## src/sv/d2ed_pkg.sv

```systemverilog
// constants and month tables for the date to epoch day and weekday pipeline
// no dependencies; used by date_to_epoch_day_and_weekday_top
package d2ed_pkg;

  localparam int unsigned YearW  = 12;
  localparam int unsigned MonthW = 4;
  localparam int unsigned DayW   = 5;
  localparam int unsigned DaysW  = 19;
  localparam int unsigned WdayW  = 3;

  localparam logic [YearW-1:0]  YEAR_MIN  = 12'd1600;
  localparam logic [YearW-1:0]  YEAR_MAX  = 12'd2500;
  localparam logic [MonthW-1:0] MONTH_JAN = 4'd1;
  localparam logic [MonthW-1:0] MONTH_FEB = 4'd2;
  localparam logic [MonthW-1:0] MONTH_DEC = 4'd12;

  // floor(x / 100) = (x * DIV100_MUL) >> 17 for x < 4681
  localparam logic [10:0] DIV100_MUL = 11'd1311;
  // floor(x / 7) = (x * DIV7_MUL) >> 22 for x < 838860
  localparam logic [19:0] DIV7_MUL   = 20'd599187;

  localparam logic [21:0] EPOCH_SHIFT = 22'd719468;
  // week bias plus thursday offset of the epoch
  localparam logic [18:0] WEEK_OFFSET = 19'd140003;

  // day of year counted from march 1 for the first day of each month
  function automatic logic [8:0] doy_base(input logic [MonthW-1:0] m);
    logic [8:0] r;
    unique case (m)
      4'd1:    r = 9'd306;
      4'd2:    r = 9'd337;
      4'd3:    r = 9'd0;
      4'd4:    r = 9'd31;
      4'd5:    r = 9'd61;
      4'd6:    r = 9'd92;
      4'd7:    r = 9'd122;
      4'd8:    r = 9'd153;
      4'd9:    r = 9'd184;
      4'd10:   r = 9'd214;
      4'd11:   r = 9'd245;
      4'd12:   r = 9'd275;
      default: r = 9'd0;
    endcase
    return r;
  endfunction

  // month length in a common year
  function automatic logic [DayW-1:0] month_days(input logic [MonthW-1:0] m);
    logic [DayW-1:0] r;
    unique case (m)
      4'd1, 4'd3, 4'd5, 4'd7, 4'd8, 4'd10, 4'd12: r = 5'd31;
      4'd4, 4'd6, 4'd9, 4'd11:                    r = 5'd30;
      4'd2:                                        r = 5'd28;
      default:                                     r = 5'd0;
    endcase
    return r;
  endfunction

endpackage

```

## src/sv/date_to_epoch_day_and_weekday_top.sv

```systemverilog
// gregorian date to signed day count from 1970-01-01 and weekday, five stage pipeline
// depends on d2ed_pkg
//
//   channel  handshake               fields
//   in       in_valid / in_ready     year, month, day_of_month
//   out      out_valid / out_ready   date_ok, epoch_days, weekday
//
// one request per cycle sustained while out_ready stays high
// each stage holds one request and loads when it is empty or the next stage moves on
// stage 1 holds two multipliers for the divide by 100 and stage 4 one for the divide by 7
// a stall at the output backs up stage by stage, nothing is dropped or repeated
// rst is synchronous and clears only the stage valid bits
module date_to_epoch_day_and_weekday_top (
  input  logic                          clk,
  input  logic                          rst,
  input  logic                          in_valid,
  output logic                          in_ready,
  input  logic [d2ed_pkg::YearW-1:0]    year,
  input  logic [d2ed_pkg::MonthW-1:0]   month,
  input  logic [d2ed_pkg::DayW-1:0]     day_of_month,
  output logic                          out_valid,
  input  logic                          out_ready,
  output logic                          date_ok,
  output logic signed [d2ed_pkg::DaysW-1:0] epoch_days,
  output logic [d2ed_pkg::WdayW-1:0]    weekday
);

  logic v1, v2, v3, v4, v5;
  logic rdy1, rdy2, rdy3, rdy4, rdy5;

  assign rdy5     = !v5 || out_ready;
  assign rdy4     = !v4 || rdy5;
  assign rdy3     = !v3 || rdy4;
  assign rdy2     = !v2 || rdy3;
  assign rdy1     = !v1 || rdy2;
  assign in_ready = rdy1;
  assign out_valid = v5;

  always_ff @(posedge clk) begin
    if (rst) begin
      v1 <= 1'b0;
      v2 <= 1'b0;
      v3 <= 1'b0;
      v4 <= 1'b0;
      v5 <= 1'b0;
    end else begin
      if (rdy1) v1 <= in_valid;
      if (rdy2) v2 <= v1;
      if (rdy3) v3 <= v2;
      if (rdy4) v4 <= v3;
      if (rdy5) v5 <= v4;
    end
  end

  // stage 1: range checks, march based year, divide by 100 products, month length, day of year
  logic [11:0] s1_y, s1_yy;
  logic [22:0] s1_py, s1_pyy;
  logic        s1_rng_ok, s1_feb;
  logic [4:0]  s1_len, s1_d;
  logic [8:0]  s1_doy;
  logic [11:0] yy_in;

  assign yy_in = (month <= d2ed_pkg::MONTH_FEB) ? 12'(year - 12'd1) : year;

  always_ff @(posedge clk) begin
    if (rdy1) begin
      s1_y      <= year;
      s1_yy     <= yy_in;
      s1_py     <= 23'(year) * 23'(d2ed_pkg::DIV100_MUL);
      s1_pyy    <= 23'(yy_in) * 23'(d2ed_pkg::DIV100_MUL);
      s1_rng_ok <= (year >= d2ed_pkg::YEAR_MIN) && (year <= d2ed_pkg::YEAR_MAX) &&
                   (month >= d2ed_pkg::MONTH_JAN) && (month <= d2ed_pkg::MONTH_DEC);
      s1_feb    <= (month == d2ed_pkg::MONTH_FEB);
      s1_len    <= d2ed_pkg::month_days(month);
      s1_d      <= day_of_month;
      s1_doy    <= 9'(d2ed_pkg::doy_base(month) + 9'(day_of_month) - 9'd1);
    end
  end

  // stage 2: leap rule, validity, days of whole years
  logic [5:0]  q_y, q_yy;
  logic        leap;
  logic [4:0]  len;
  logic        s2_ok;
  logic [20:0] s2_y365;
  logic [9:0]  s2_yy4;
  logic [5:0]  s2_q;
  logic [8:0]  s2_doy;

  assign q_y  = s1_py[22:17];
  assign q_yy = s1_pyy[22:17];
  assign leap = (s1_y[1:0] == 2'd0) &&
                ((s1_y != 12'(q_y) * 12'd100) || (q_y[1:0] == 2'd0));
  assign len  = (s1_feb && leap) ? 5'd29 : s1_len;

  always_ff @(posedge clk) begin
    if (rdy2) begin
      s2_ok   <= s1_rng_ok && (s1_d != 5'd0) && (s1_d <= len);
      s2_y365 <= 21'(s1_yy) * 21'd365;
      s2_yy4  <= s1_yy[11:2];
      s2_q    <= q_yy;
      s2_doy  <= s1_doy;
    end
  end

  // stage 3: closed form day count
  logic [21:0] sum;
  logic [21:0] days_full;
  logic        s3_ok;
  logic [18:0] s3_days;

  assign sum = 22'(s2_y365) + 22'(s2_yy4) - 22'(s2_q) + 22'(s2_q[5:2]) + 22'(s2_doy);
  assign days_full = sum - d2ed_pkg::EPOCH_SHIFT;

  always_ff @(posedge clk) begin
    if (rdy3) begin
      s3_ok   <= s2_ok;
      s3_days <= days_full[18:0];
    end
  end

  // stage 4: divide by 7 product
  logic [18:0] wx;
  logic        s4_ok;
  logic [18:0] s4_days, s4_x;
  logic [38:0] s4_prod;

  assign wx = s3_days + d2ed_pkg::WEEK_OFFSET;

  always_ff @(posedge clk) begin
    if (rdy4) begin
      s4_ok   <= s3_ok;
      s4_days <= s3_days;
      s4_x    <= wx;
      s4_prod <= 39'(wx) * 39'(d2ed_pkg::DIV7_MUL);
    end
  end

  // stage 5: remainder and output register
  logic [16:0] q7;
  logic [18:0] rem7;

  assign q7   = s4_prod[38:22];
  assign rem7 = s4_x - 19'({q7, 3'b000} - 20'(q7));

  always_ff @(posedge clk) begin
    if (rdy5) begin
      date_ok    <= s4_ok;
      epoch_days <= s4_ok ? $signed(s4_days) : '0;
      weekday    <= s4_ok ? rem7[2:0] : '0;
    end
  end

endmodule
```

## config.mk

```make
export PLATFORM = sky130hd
export DESIGN_NAME = date_to_epoch_day_and_weekday_top
export DESIGN_NICKNAME = d
export VERILOG_FILES = /design/src/sv/d2ed_pkg.sv /design/src/sv/date_to_epoch_day_and_weekday_top.sv
export SDC_FILE = /design/constraint.sdc
export NUM_CORES = 1
export LEC_CHECK = 0
export ABC_AREA = 1
export BUFFER_PORTS_ARGS = -buffer_cell sky130_fd_sc_hd__buf_2
export CORE_UTILIZATION = 30
export CTS_BUF_LIST = sky130_fd_sc_hd__clkbuf_4
export DETAILED_ROUTE_END_ITERATION = 12
export PLACE_DENSITY = 0.53
export SLEW_MARGIN = 10
export SYNTH_ARGS = -nofsm -noshare
export SYNTH_HDL_FRONTEND = slang
export SYNTH_SLANG_ARGS = --single-unit
export TNS_END_PERCENT = 1
```

## constraint.sdc

```tcl
create_clock -name clk -period 13.85 [get_ports clk]
set_input_delay 2.0775 -clock clk [delete_from_list [all_inputs] [get_ports clk]]
set_output_delay 2.0775 -clock clk [all_outputs]
set_load 0.1 [all_outputs]
```

==> results of run 1 <==
[logic make-up after synthesis]
| kind of cell | Yosys count | share of synthesized area [%] |
|---|---|---|
| AO/OA/AOI/OAI | 198 | 5.330 |
| buffers and inverters | 579 | 10.46 |
| adder cells (fa/ha/maj) | 615 | 44.31 |
| AND/OR/NAND/NOR | 554 | 11.21 |
| flip-flops | 174 | 24.85 |
| XOR/XNOR | 87 | 3.839 |
[worst reg2reg max path, delay by kind of cell, from the launching register on]
kind,cells,cell delay [ns]
compound gates,1,0.09
xor+xnor,1,0.32
fa+ha+maj,8,3.45
buf+inv,5,0.38
flops,1,0.72
simple gates,10,1.44
[area by class of cell]
cell class              instances  share of cell area [%]
diodes                          4                 0.04434
clock buffers                  18                  0.5986
clock inverters                14                  0.7371
inverters                     575                   9.572
multi-input cells            1454                   59.68
flip-flops and latches        174                   22.92
well taps                     931                   5.160
repair buffers                 55                   1.286
[stage by stage]
stage | hold slack (ns) | area, µm² | instances | worst slack, ns | utilization [%]
after floorplan | 0.4003 | 20820 | 2207 | 6.562 | -
after global placement | 0.4051 | 22260 | 3189 | 5.945 | 32.46
after detailed placement | 0.4045 | 22260 | 3189 | 5.858 | 32.46
after CTS | 0.4389 | 22570 | 3221 | 6.494 | 32.90
after global routing | 0.4433 | 22570 | 3224 | 6.098 | 32.91
final | 0.4371 | 22580 | 3225 | 6.669 | 32.92
[routing by layer]
metal | global-route usage [%] | up-vias | routed length [µm]
met2 | 22.53 | 147 | 20780
met5 | 0 | - | 0
met3 | 1.972 | 55 | 817
li1 | - | 7143 | -
met1 | 15.57 | 6641 | 19110
met4 | 3.671 | 0 | 932
[final timing paths]
kind	start	slack, ns	end
worst max-delay path	year[2]	6.67	s1_pyy[20]
worst min-delay path	s1_pyy[17]	0.44	s2_q[0]
worst max register to register	s3_days[0]	7.19	s4_prod[22]
worst min register to register	s1_pyy[17]	0.44	s2_q[0]
[cell usage in the layout, fill, tap and decap left out, types with 3 or more instances in the layout]
cell type,count
sky130_fd_sc_hd__a21oi_1,108
sky130_fd_sc_hd__o21ai_1,4
sky130_fd_sc_hd__diode_2,4
sky130_fd_sc_hd__nand3_1,69
sky130_fd_sc_hd__a21o_1,10
sky130_fd_sc_hd__clkinv_2,4
sky130_fd_sc_hd__bufinv_16,3
sky130_fd_sc_hd__dfxtp_1,5
sky130_fd_sc_hd__xor2_2,4
sky130_fd_sc_hd__nand2_1,323
sky130_fd_sc_hd__buf_4,6
sky130_fd_sc_hd__xor2_1,53
sky130_fd_sc_hd__fa_1,204
sky130_fd_sc_hd__nand3b_1,5
sky130_fd_sc_hd__o211ai_1,4
sky130_fd_sc_hd__o21bai_1,10
sky130_fd_sc_hd__xnor2_1,29
sky130_fd_sc_hd__a31oi_1,4
sky130_fd_sc_hd__clkbuf_4,18
sky130_fd_sc_hd__and2_1,3
sky130_fd_sc_hd__buf_2,49
sky130_fd_sc_hd__nor3_1,10
sky130_fd_sc_hd__inv_2,6
sky130_fd_sc_hd__edfxtp_1,169
sky130_fd_sc_hd__inv_1,567
sky130_fd_sc_hd__o21ai_0,46
sky130_fd_sc_hd__nand4_1,25
sky130_fd_sc_hd__nor2_1,102
sky130_fd_sc_hd__ha_1,411
sky130_fd_sc_hd__nand2_2,8
[flip-flops by register name, indices dropped and copies added (netlist names), 6 cells and up]
register    cells
s1_py           6
s1_yy          12
s4_days        19
s2_q            6
s2_doy          9
s3_days        19
s1_y           12
epoch_days     19
s1_doy          9
s1_pyy          6
s2_yy4         10
s2_y365        19
==> results.md, run 1 <==
- sky130_fd_sc_hd__inv_1 — leading cell type by number of instances after synthesis
- register to register — type of the most critical hold path
- 0.71 ns — clock latency on the worst-skew pair
- 0 — synthesis warning total
- no — setup repair after global routing missed its margin
- 2207 — Post-Synthesis Cells
- 14770 — vias in the first global route
- 58 — pin count of the biggest net entering global routing
- built — TritonCTS clock tree
- 7092 — fill cell total of the finished layout
- completed — status
- 7.68 ns — endpoint arrival time on the critical path
- 96 — floorplan row count
- 68590 µm² — core region area
- 0 — hold-critical path depth
- 41.64 mm — total wire length after detailed routing
- 0 — max-cap viol count
- 0.8542 — routability congestion estimate
- 0 — max-slew violation count
- 8 — largest fanout on the critical path
- 29.36% — slew margin rel.
- 26 — WP depth
- 265.5 µm — die span in x
- sky130_fd_sc_hd__clkbuf_4 — Clock Root Buffer
- 568 x sky130_fd_sc_hd__inv_1, 411 x sky130_fd_sc_hd__ha_1, 324 x sky130_fd_sc_hd__nand2_1 — top post-synthesis cells by count
- 20820 µm² — total standard cell area after synthesis
- 24.85% — fraction of the yosys area taken by sequential cells
- input pin to register — classification of the worst setup path
- 4 — Initial DRT Pass Iterations
- 13470 µm² — area taken by multi-input logic gates
- 0 — post-CTS setup repair buffer count
- 5175 µm² — combined flip-flop and latch cell area
- sky130_fd_sc_hd__nand2_1 — cell repeated most along the worst path
- 0.59 ns — delay contributed by the slowest stage of the critical path
- 1.058 ns — transition time at the pin with the least slew margin
- register — CP endpoint kind
- 0 ns — aggregate negative setup slack
- 9.435 µm² — post-synthesis area per instance
- 13990 — vias post-DR
- 8.412% — layout overhead on the synthesized area
- 174 — clk sinks
- 265.5 µm — height of the die
- 2917 — Final nets
- sky130_fd_sc_hd__edfxtp_1 — leading register cell type out of synthesis
- 36.11 mm — sum of net half-perimeters after detailed placement
- 6 — count of buffer and inverter cells on the critical path
- 2 — clock buffer depth
- 12.91 µm — WL per Instance
- 0.1393 GHz — maximum operating frequency
- adder cells — kind of cell adding the most delay to the critical path
- 0.02760 ns — final setup skew
- 0 — post-route DRC violation count
- 0.16 ns — Clk pin slew, worst setup/hold paths
- 70470 µm² — full die area
- 24.70% — top-area cell type share of the netlist area
- 7.181 ns — shortest clock period the worst path allows after layout
- 25 — R2R cell count
- 0 — Routed Antenna Nets
- 174 — Seq cells post-synth
- 0 — GRT Residual Overflow
- sky130_fd_sc_hd__ha_1 25%, sky130_fd_sc_hd__edfxtp_1 24%, sky130_fd_sc_hd__fa_1 20% — largest cells by area after synthesis
- 0 — Resized Gates After CTS
- 17 — TritonCTS buffer count
- 2 — number of antenna violations at the first check in global routing
- 0% — share of async-settable or async-resettable flops after synthesis
- sky130_fd_sc_hd__ha_1 — library cell with the largest summed area after synthesis
- 14.35 ns — required time of the critical path
- 452 — DRT iter0 DRCs
- 0 — final setup violating endpoints
- 12.62% — overall track demand over capacity in global routing
- 30.36% — effective utilization at floorplan
- 49 — port bufs
- 2847 — Synthesized Nets
- sky130_fd_sc_hd__fa_1 — slowest cell on the critical path
- 50 — number of primary I/O pins
- 51.85% — period utilisation layout
- 0 — final hold vios
- 0 — count of hold buffers inserted by post-cts repair
- 71.37 mm — wire length of the first global-routing pass
- 5.153% — proportion of layout cells with a drive suffix above 1
- 45 — Unique masters post-synth
- input pin — type of origin of the critical path
- 4.337 — number of vias per cell
- 169 — number of flops mapped to enable cells by yosys
- 4 — CTS HTree Levels
Power of run 1 is not shown: default switching activity piles up to over one toggle a cycle in this logic, so the estimate is an artifact.
==> run 2, diff against run 1 <==
--- a/config.mk
+++ b/config.mk
@@ -5,7 +5,7 @@
 export SDC_FILE = /design/constraint.sdc
 export NUM_CORES = 1
 export LEC_CHECK = 0
-export ABC_AREA = 1
+export ABC_AREA = 0
 export BUFFER_PORTS_ARGS = -buffer_cell sky130_fd_sc_hd__buf_2
 export CORE_UTILIZATION = 30
 export CTS_BUF_LIST = sky130_fd_sc_hd__clkbuf_4
==> constraint.sdc (replaced) <==
create_clock -name clk -period 6.9 [get_ports clk]
set_input_delay 1.035 -clock clk [delete_from_list [all_inputs] [get_ports clk]]
set_output_delay 1.035 -clock clk [all_outputs]
set_load 0.1 [all_outputs]
==> run 2 against run 1 <==
Global-route usage shrank 0.60 points. Synthesized area shrank 7.2%. First-iteration DRC count shrank 17%. Design area shrank 5.4%. Synthesized cell count shrank 21%. Flip-flop and latch count is the same. Sequential share of layout area grew 1.3 points.
==> results.md, run 2 <==
- 26.77% — fraction of the yosys area taken by sequential cells
- sky130_fd_sc_hd__ha_1 — library cell with the largest summed area after synthesis
- 37.39 mm — total wire length after detailed routing
- 7.26 ns — required time of the critical path
- 63430 µm² — core region area
- 0 — final setup violating endpoints
- sky130_fd_sc_hd__edfxtp_1 — leading register cell type out of synthesis
- 169 — number of flops mapped to enable cells by yosys
- 11.12 µm² — post-synthesis area per instance
- 0.4312 ns — worst hold slack after final layout
- 2 — clock buffer depth
- register to register — type of the most critical hold path
- 6.490 ns — shortest clock period the worst path allows after layout
- 0 — max-cap viol count
- 58 — pin count of the biggest net entering global routing
- 4 — CTS HTree Levels
- 0.8270 — routability congestion estimate
- 4.372 — number of vias per cell
- 2378 — Synthesized Nets
- sky130_fd_sc_hd__inv_1 — leading cell type by number of instances after synthesis
- 0.1541 GHz — maximum operating frequency
- 26.60% — top-area cell type share of the netlist area
- 1.131 ns — transition time at the pin with the least slew margin
- 12.02% — overall track demand over capacity in global routing
- 2497 — Final nets
- 24.40% — slew margin rel.
- completed — status
- 255.9 µm — die span in x
- 0.60 ns — clock latency on the worst-skew pair
- s2_q[3] — worst-case hold path end point
- 8.293% — proportion of layout cells with a drive suffix above 1
- 0 — final hold vios
- 94.06% — period utilisation layout
- 0.15 ns — Clk pin slew, worst setup/hold paths
- register — type of origin of the critical path
- 10.50% — layout overhead on the synthesized area
- 4 — Initial DRT Pass Iterations
- sky130_fd_sc_hd__inv_1 — commonest non-fill, non-tap cell in the layout
- 1738 — Post-Synthesis Cells
- 0.41 ns — reg-to-reg setup timing slack
- 374 — DRT iter0 DRCs
- 6399 — fill cell total of the finished layout
- 49 — port bufs
- sky130_fd_sc_hd__ha_1 27%, sky130_fd_sc_hd__edfxtp_1 26%, sky130_fd_sc_hd__fa_1 21% — largest cells by area after synthesis
- 2 — number of antenna violations at the first check in global routing
- 19330 µm² — total standard cell area after synthesis
- 0% — share of async-settable or async-resettable flops after synthesis
- 447 x sky130_fd_sc_hd__inv_1, 411 x sky130_fd_sc_hd__ha_1, 204 x sky130_fd_sc_hd__fa_1 — top post-synthesis cells by count
- 65460 µm² — full die area
- 13.76 µm — WL per Instance
- 17 — TritonCTS buffer count
- 0 — hold-critical path depth
- sky130_fd_sc_hd__clkbuf_4 — Clock Root Buffer
- 174 — Seq cells post-synth
- 0 — Routed Antenna Nets
- 63.58 mm — wire length of the first global-routing pass
- s4_prod[24] — Critical R2R Capture
- 32.50 mm — sum of net half-perimeters after detailed placement
- 0 — max-slew violation count
- built — TritonCTS clock tree
- 6.85 ns — endpoint arrival time on the critical path
- s1_pyy[20] — Hold Path Origin
- no — setup repair after global routing missed its margin
- 30.48% — effective utilization at floorplan
- 447 x sky130_fd_sc_hd__inv_1, 409 x sky130_fd_sc_hd__ha_1, 204 x sky130_fd_sc_hd__fa_1 — most frequent cells in the layout
- 11880 — vias post-DR
- 0 — GRT Residual Overflow
- 0 — post-route DRC violation count
- 92 — floorplan row count
- 50 — number of primary I/O pins
- 4 — largest fanout on the critical path
- 0 — synthesis warning total
- s3_days[1] — Critical R2R Launch
- 25 — R2R cell count
- 174 — clk sinks
- register — CP endpoint kind
- register to register — classification of the worst setup path
- 65 — Unique masters post-synth
- 0.02621 ns — final setup skew
- 255.9 µm — height of the die
- 12570 — vias in the first global route
run 2: cell types whose count changed in the layout (fill, tap and decap cells not counted), moves of 16 or more:
cell | previous run | this run
sky130_fd_sc_hd__nand3_1 | 69 | 19
sky130_fd_sc_hd__nand2_1 | 323 | 40
sky130_fd_sc_hd__a21oi_1 | 108 | 49
sky130_fd_sc_hd__xor2_1 | 53 | 22
sky130_fd_sc_hd__xnor2_1 | 29 | 76
sky130_fd_sc_hd__and2_1 | 3 | 23
sky130_fd_sc_hd__buf_4 | 6 | 57
sky130_fd_sc_hd__o21ai_0 | 46 | 30
sky130_fd_sc_hd__inv_1 | 567 | 447
sky130_fd_sc_hd__nor2_1 | 102 | 46
run 2: worst max path at each step:
stage / to / start / cells past startpoint
3_3_place_gp: s1_pyy[22] / year[1] / 25
5_1_grt: s4_prod[24] / s3_days[1] / 25
6_report: s4_prod[24] / s3_days[1] / 25
3_5_place_dp: s1_pyy[22] / year[1] / 25
2_1_floorplan: s1_pyy[22] / year[2] / 23
4_1_cts: s4_prod[24] / s3_days[1] / 25
run 2: metrics by stage:
stage / instance area [µm²] / setup WS (ns) / TNS, ns / std cells / utilization [%]
2_1_floorplan: 19330 / 0.3075 / 0 / 1738 / -
3_3_place_gp: 21040 / -0.06255 / -0.07737 / 2682 / 33.17
3_5_place_dp: 21040 / -0.2065 / -0.5247 / 2682 / 33.17
4_1_cts: 21310 / 0.03007 / 0 / 2713 / 33.60
5_1_grt: 21360 / 0.01766 / 0 / 2717 / 33.68
6_report: 21360 / 0.4098 / 0 / 2717 / 33.68
run 2: layer usage:
metal	track usage, %	vias to the layer above	share of wire, %	wire length [µm]
li1	-	5952	-	-
met1	15.03	5834	46	17050
met2	22.16	66	52	19480
met3	1.050	28	0.89	334
met4	2.878	0	1.4	527
met5	0	-	0	0
run 2: cell type report:
cell class | count | area (µm²) | share of cell area [%]
antenna | 2 | 5.005 | 0.02343
clock buffer | 19 | 142.6 | 0.6677
clock inverter | 12 | 113.9 | 0.5330
inverter | 447 | 1678 | 7.854
multi-input combinational | 1111 | 12520 | 58.59
sequential | 174 | 5175 | 24.22
tap | 846 | 1059 | 4.955
timing repair buffer | 106 | 673.1 | 3.151
run 2: repair_timing:
action,in CTS,in global routing
endpoints found under the hold margin,0,0
hold buffers,0,0
pin swaps,0,10
gates resized for setup,3,4
buffers inserted,0,2
endpoints found under the setup margin,2,3
run 2: cell families (layout without fill, tap and decap cells):
kind of cell | Yosys count | count (layout) | synth area share (%)
AO/OA/AOI/OAI | 186 | 186 | 6.420
XOR/XNOR | 99 | 99 | 4.485
adder cells (fa/ha/maj) | 615 | 615 | 47.72
buffers and inverters | 453 | 584 | 8.795
flip-flops | 174 | 174 | 26.77
multiplexers | 7 | 7 | 0.3754
other | 0 | 2 | 0
AND/OR/NAND/NOR | 204 | 204 | 5.436
run 2: worst max-delay path, stage by stage, from the launching register on:
cell and delay [ns]:
sky130_fd_sc_hd__edfxtp_1 0.45, sky130_fd_sc_hd__inv_1 0.09, sky130_fd_sc_hd__ha_2 0.19, sky130_fd_sc_hd__and3b_1 0.21
sky130_fd_sc_hd__a2111o_1 0.45, sky130_fd_sc_hd__a21oi_4 0.18, sky130_fd_sc_hd__o21bai_2 0.11, sky130_fd_sc_hd__a41oi_2 0.24
sky130_fd_sc_hd__xnor2_2 0.17, sky130_fd_sc_hd__ha_1 0.26, sky130_fd_sc_hd__inv_1 0.06, sky130_fd_sc_hd__fa_1 0.43
sky130_fd_sc_hd__fa_1 0.48, sky130_fd_sc_hd__fa_1 0.52, sky130_fd_sc_hd__inv_1 0.05, sky130_fd_sc_hd__fa_1 0.52
sky130_fd_sc_hd__inv_1 0.05, sky130_fd_sc_hd__fa_1 0.52, sky130_fd_sc_hd__inv_1 0.06, sky130_fd_sc_hd__ha_4 0.27
sky130_fd_sc_hd__nand4_1 0.18, sky130_fd_sc_hd__nor4_4 0.22, sky130_fd_sc_hd__o211ai_1 0.16, sky130_fd_sc_hd__nand4_1 0.12
sky130_fd_sc_hd__o211ai_1 0.11, sky130_fd_sc_hd__xnor2_1 0.14
Power of run 2 is left out for the same reason.
==> run 3, diff against run 2 <==
--- a/config.mk
+++ b/config.mk
@@ -7,10 +7,12 @@
 export LEC_CHECK = 0
 export ABC_AREA = 0
 export BUFFER_PORTS_ARGS = -buffer_cell sky130_fd_sc_hd__buf_2
+export CELL_PAD_IN_SITES_DETAIL_PLACEMENT = 1
+export CELL_PAD_IN_SITES_GLOBAL_PLACEMENT = 1
 export CORE_UTILIZATION = 30
 export CTS_BUF_LIST = sky130_fd_sc_hd__clkbuf_4
 export DETAILED_ROUTE_END_ITERATION = 12
-export PLACE_DENSITY = 0.53
+export PLACE_DENSITY = 0.61
 export SLEW_MARGIN = 10
 export SYNTH_ARGS = -nofsm -noshare
 export SYNTH_HDL_FRONTEND = slang
==> run 3 against run 2 <==
Clock skew is 0.0075 ns higher. Non-clock buffer count is 2 lower. Design area hardly changed. Utilization hardly changed. Final cell count hardly changed. Worst hold slack hardly changed. Highest routed layer unchanged. Die area stayed put. Flip-flop and latch count stayed put. Clock-buffer cell count is 2 lower. Sequential share of layout area hardly changed.
==> results.md, run 3 (synthesized netlist as in run 2, its figures left out) <==
- 46 — pin count of the biggest net entering global routing
- 4.479 — number of vias per cell
- 1.066 ns — transition time at the pin with the least slew margin
- sky130_fd_sc_hd__inv_1 — commonest non-fill, non-tap cell in the layout
- 0.4315 ns — worst hold slack after final layout
- 255.9 µm — height of the die
- 42.70 mm — total wire length after detailed routing
- 65460 µm² — full die area
- 0.17 ns — Clk pin slew, worst setup/hold paths
- 6.535 ns — shortest clock period the worst path allows after layout
- 37.44 mm — sum of net half-perimeters after detailed placement
- 0.53 ns — delay contributed by the slowest stage of the critical path
- s3_days[1] — Critical R2R Launch
- sky130_fd_sc_hd__fa_1 — slowest cell on the critical path
- 0.36 ns — reg-to-reg setup timing slack
- 30.48% — effective utilization at floorplan
- 6.94 ns — endpoint arrival time on the critical path
- 8.191% — proportion of layout cells with a drive suffix above 1
- 0.03373 ns — final setup skew
- 7.31 ns — required time of the critical path
- 0 — final hold vios
- 13540 — vias in the first global route
- 0 — count of hold buffers inserted by post-cts repair
- 0.8091 — routability congestion estimate
- 0.1530 GHz — maximum operating frequency
- built — TritonCTS clock tree
- register to register — classification of the worst setup path
- 13.58% — overall track demand over capacity in global routing
- register to register — type of the most critical hold path
- 0.63 ns — clock latency on the worst-skew pair
- s3_ok — Hold Path Origin
- 255.9 µm — die span in x
- register — CP endpoint kind
- sky130_fd_sc_hd__clkbuf_4 — Clock Root Buffer
- 4 — Initial DRT Pass Iterations
- s4_prod[23] — Critical R2R Capture
- completed — status
- 70.28 mm — wire length of the first global-routing pass
- 0 — max-cap viol count
- 25 — R2R cell count
- 319 — DRT iter0 DRCs
- 28.68% — slew margin rel.
- 174 — clk sinks
- 49 — port bufs
- 2 — clock buffer depth
- 1 — number of antenna violations at the first check in global routing
- 94.71% — period utilisation layout
- 2495 — Final nets
- 15.73 µm — WL per Instance
- 7056 — fill cell total of the finished layout
- 0 — GRT Residual Overflow
- 92 — floorplan row count
- 4 — largest fanout on the critical path
- 4 — CTS HTree Levels
- 0 — hold-critical path depth
- 17 — TritonCTS buffer count
- 50 — number of primary I/O pins
- s4_ok — worst-case hold path end point
- 0 — max-slew violation count
- 0 — post-route DRC violation count
- register — type of origin of the critical path
- 0 — final setup violating endpoints
- 447 x sky130_fd_sc_hd__inv_1, 410 x sky130_fd_sc_hd__ha_1, 204 x sky130_fd_sc_hd__fa_1 — most frequent cells in the layout
- 12160 — vias post-DR
- 63430 µm² — core region area
- 0 — Routed Antenna Nets
- 10.60% — layout overhead on the synthesized area
run 3: repair_timing:
item	4_1_cts	5_1_grt
setup buffers	0	3
resized for setup	0	5
setup endpoints to repair	0	3
run 3: worst max-delay path, delay by kind of cell (launching register included):
kind	cells	cell delay, ns
fa+ha+maj	8	3.30
buf+inv	5	0.31
xor+xnor	2	0.24
compound gates	8	1.64
simple gates	2	0.37
flops	1	0.45
run 3: metrics by stage:
stage,instance area [µm²],setup TNS [ns],worst slack (ns),std cells,util [%]
finish,21380,0,0.3647,2715,33.71
global placement,21010,0,0.01375,2679,33.13
detailed placement,21010,-0.2869,-0.1798,2679,33.13
floorplan,19330,0,0.3075,1738,-
global route,21380,-0.008554,-0.008554,2715,33.71
CTS,21330,0,0.07761,2711,33.63
run 3: final cells by class:
class	count	area, µm²	area share (%)
multi-input cells	1111	12490	58.43
clock buffers	17	127.6	0.5968
clock inverters	15	190.2	0.8894
repair buffers	104	658.1	3.078
well taps	846	1059	4.950
diodes	1	2.502	0.01170
flip-flops and latches	174	5175	24.20
inverters	447	1678	7.847
run 3: routing by layer:
layer / track usage, % / up-vias / routed length [µm]
met1: 16.61 / 6100 / 19130
met4: 3.842 / 0 / 804
met3: 1.723 / 35 / 775
met2: 24.82 / 89 / 21990
met5: 0 / - / 0
li1: - / 5937 / -
run 3: worst max-delay path by stage:
stage / from / end / slack, ns / cells after the start
after floorplan: year[2] / s1_pyy[22] / 0.31 / 23
after global placement: year[1] / s1_pyy[22] / 0.01 / 25
after detailed placement: month[0] / s1_pyy[22] / -0.18 / 25
after CTS: s3_days[0] / s4_prod[24] / 0.08 / 25
after global routing: s3_days[0] / s4_prod[23] / -0.009 / 25
final: s3_days[1] / s4_prod[23] / 0.36 / 25
Power of run 3 is left out for the same reason.
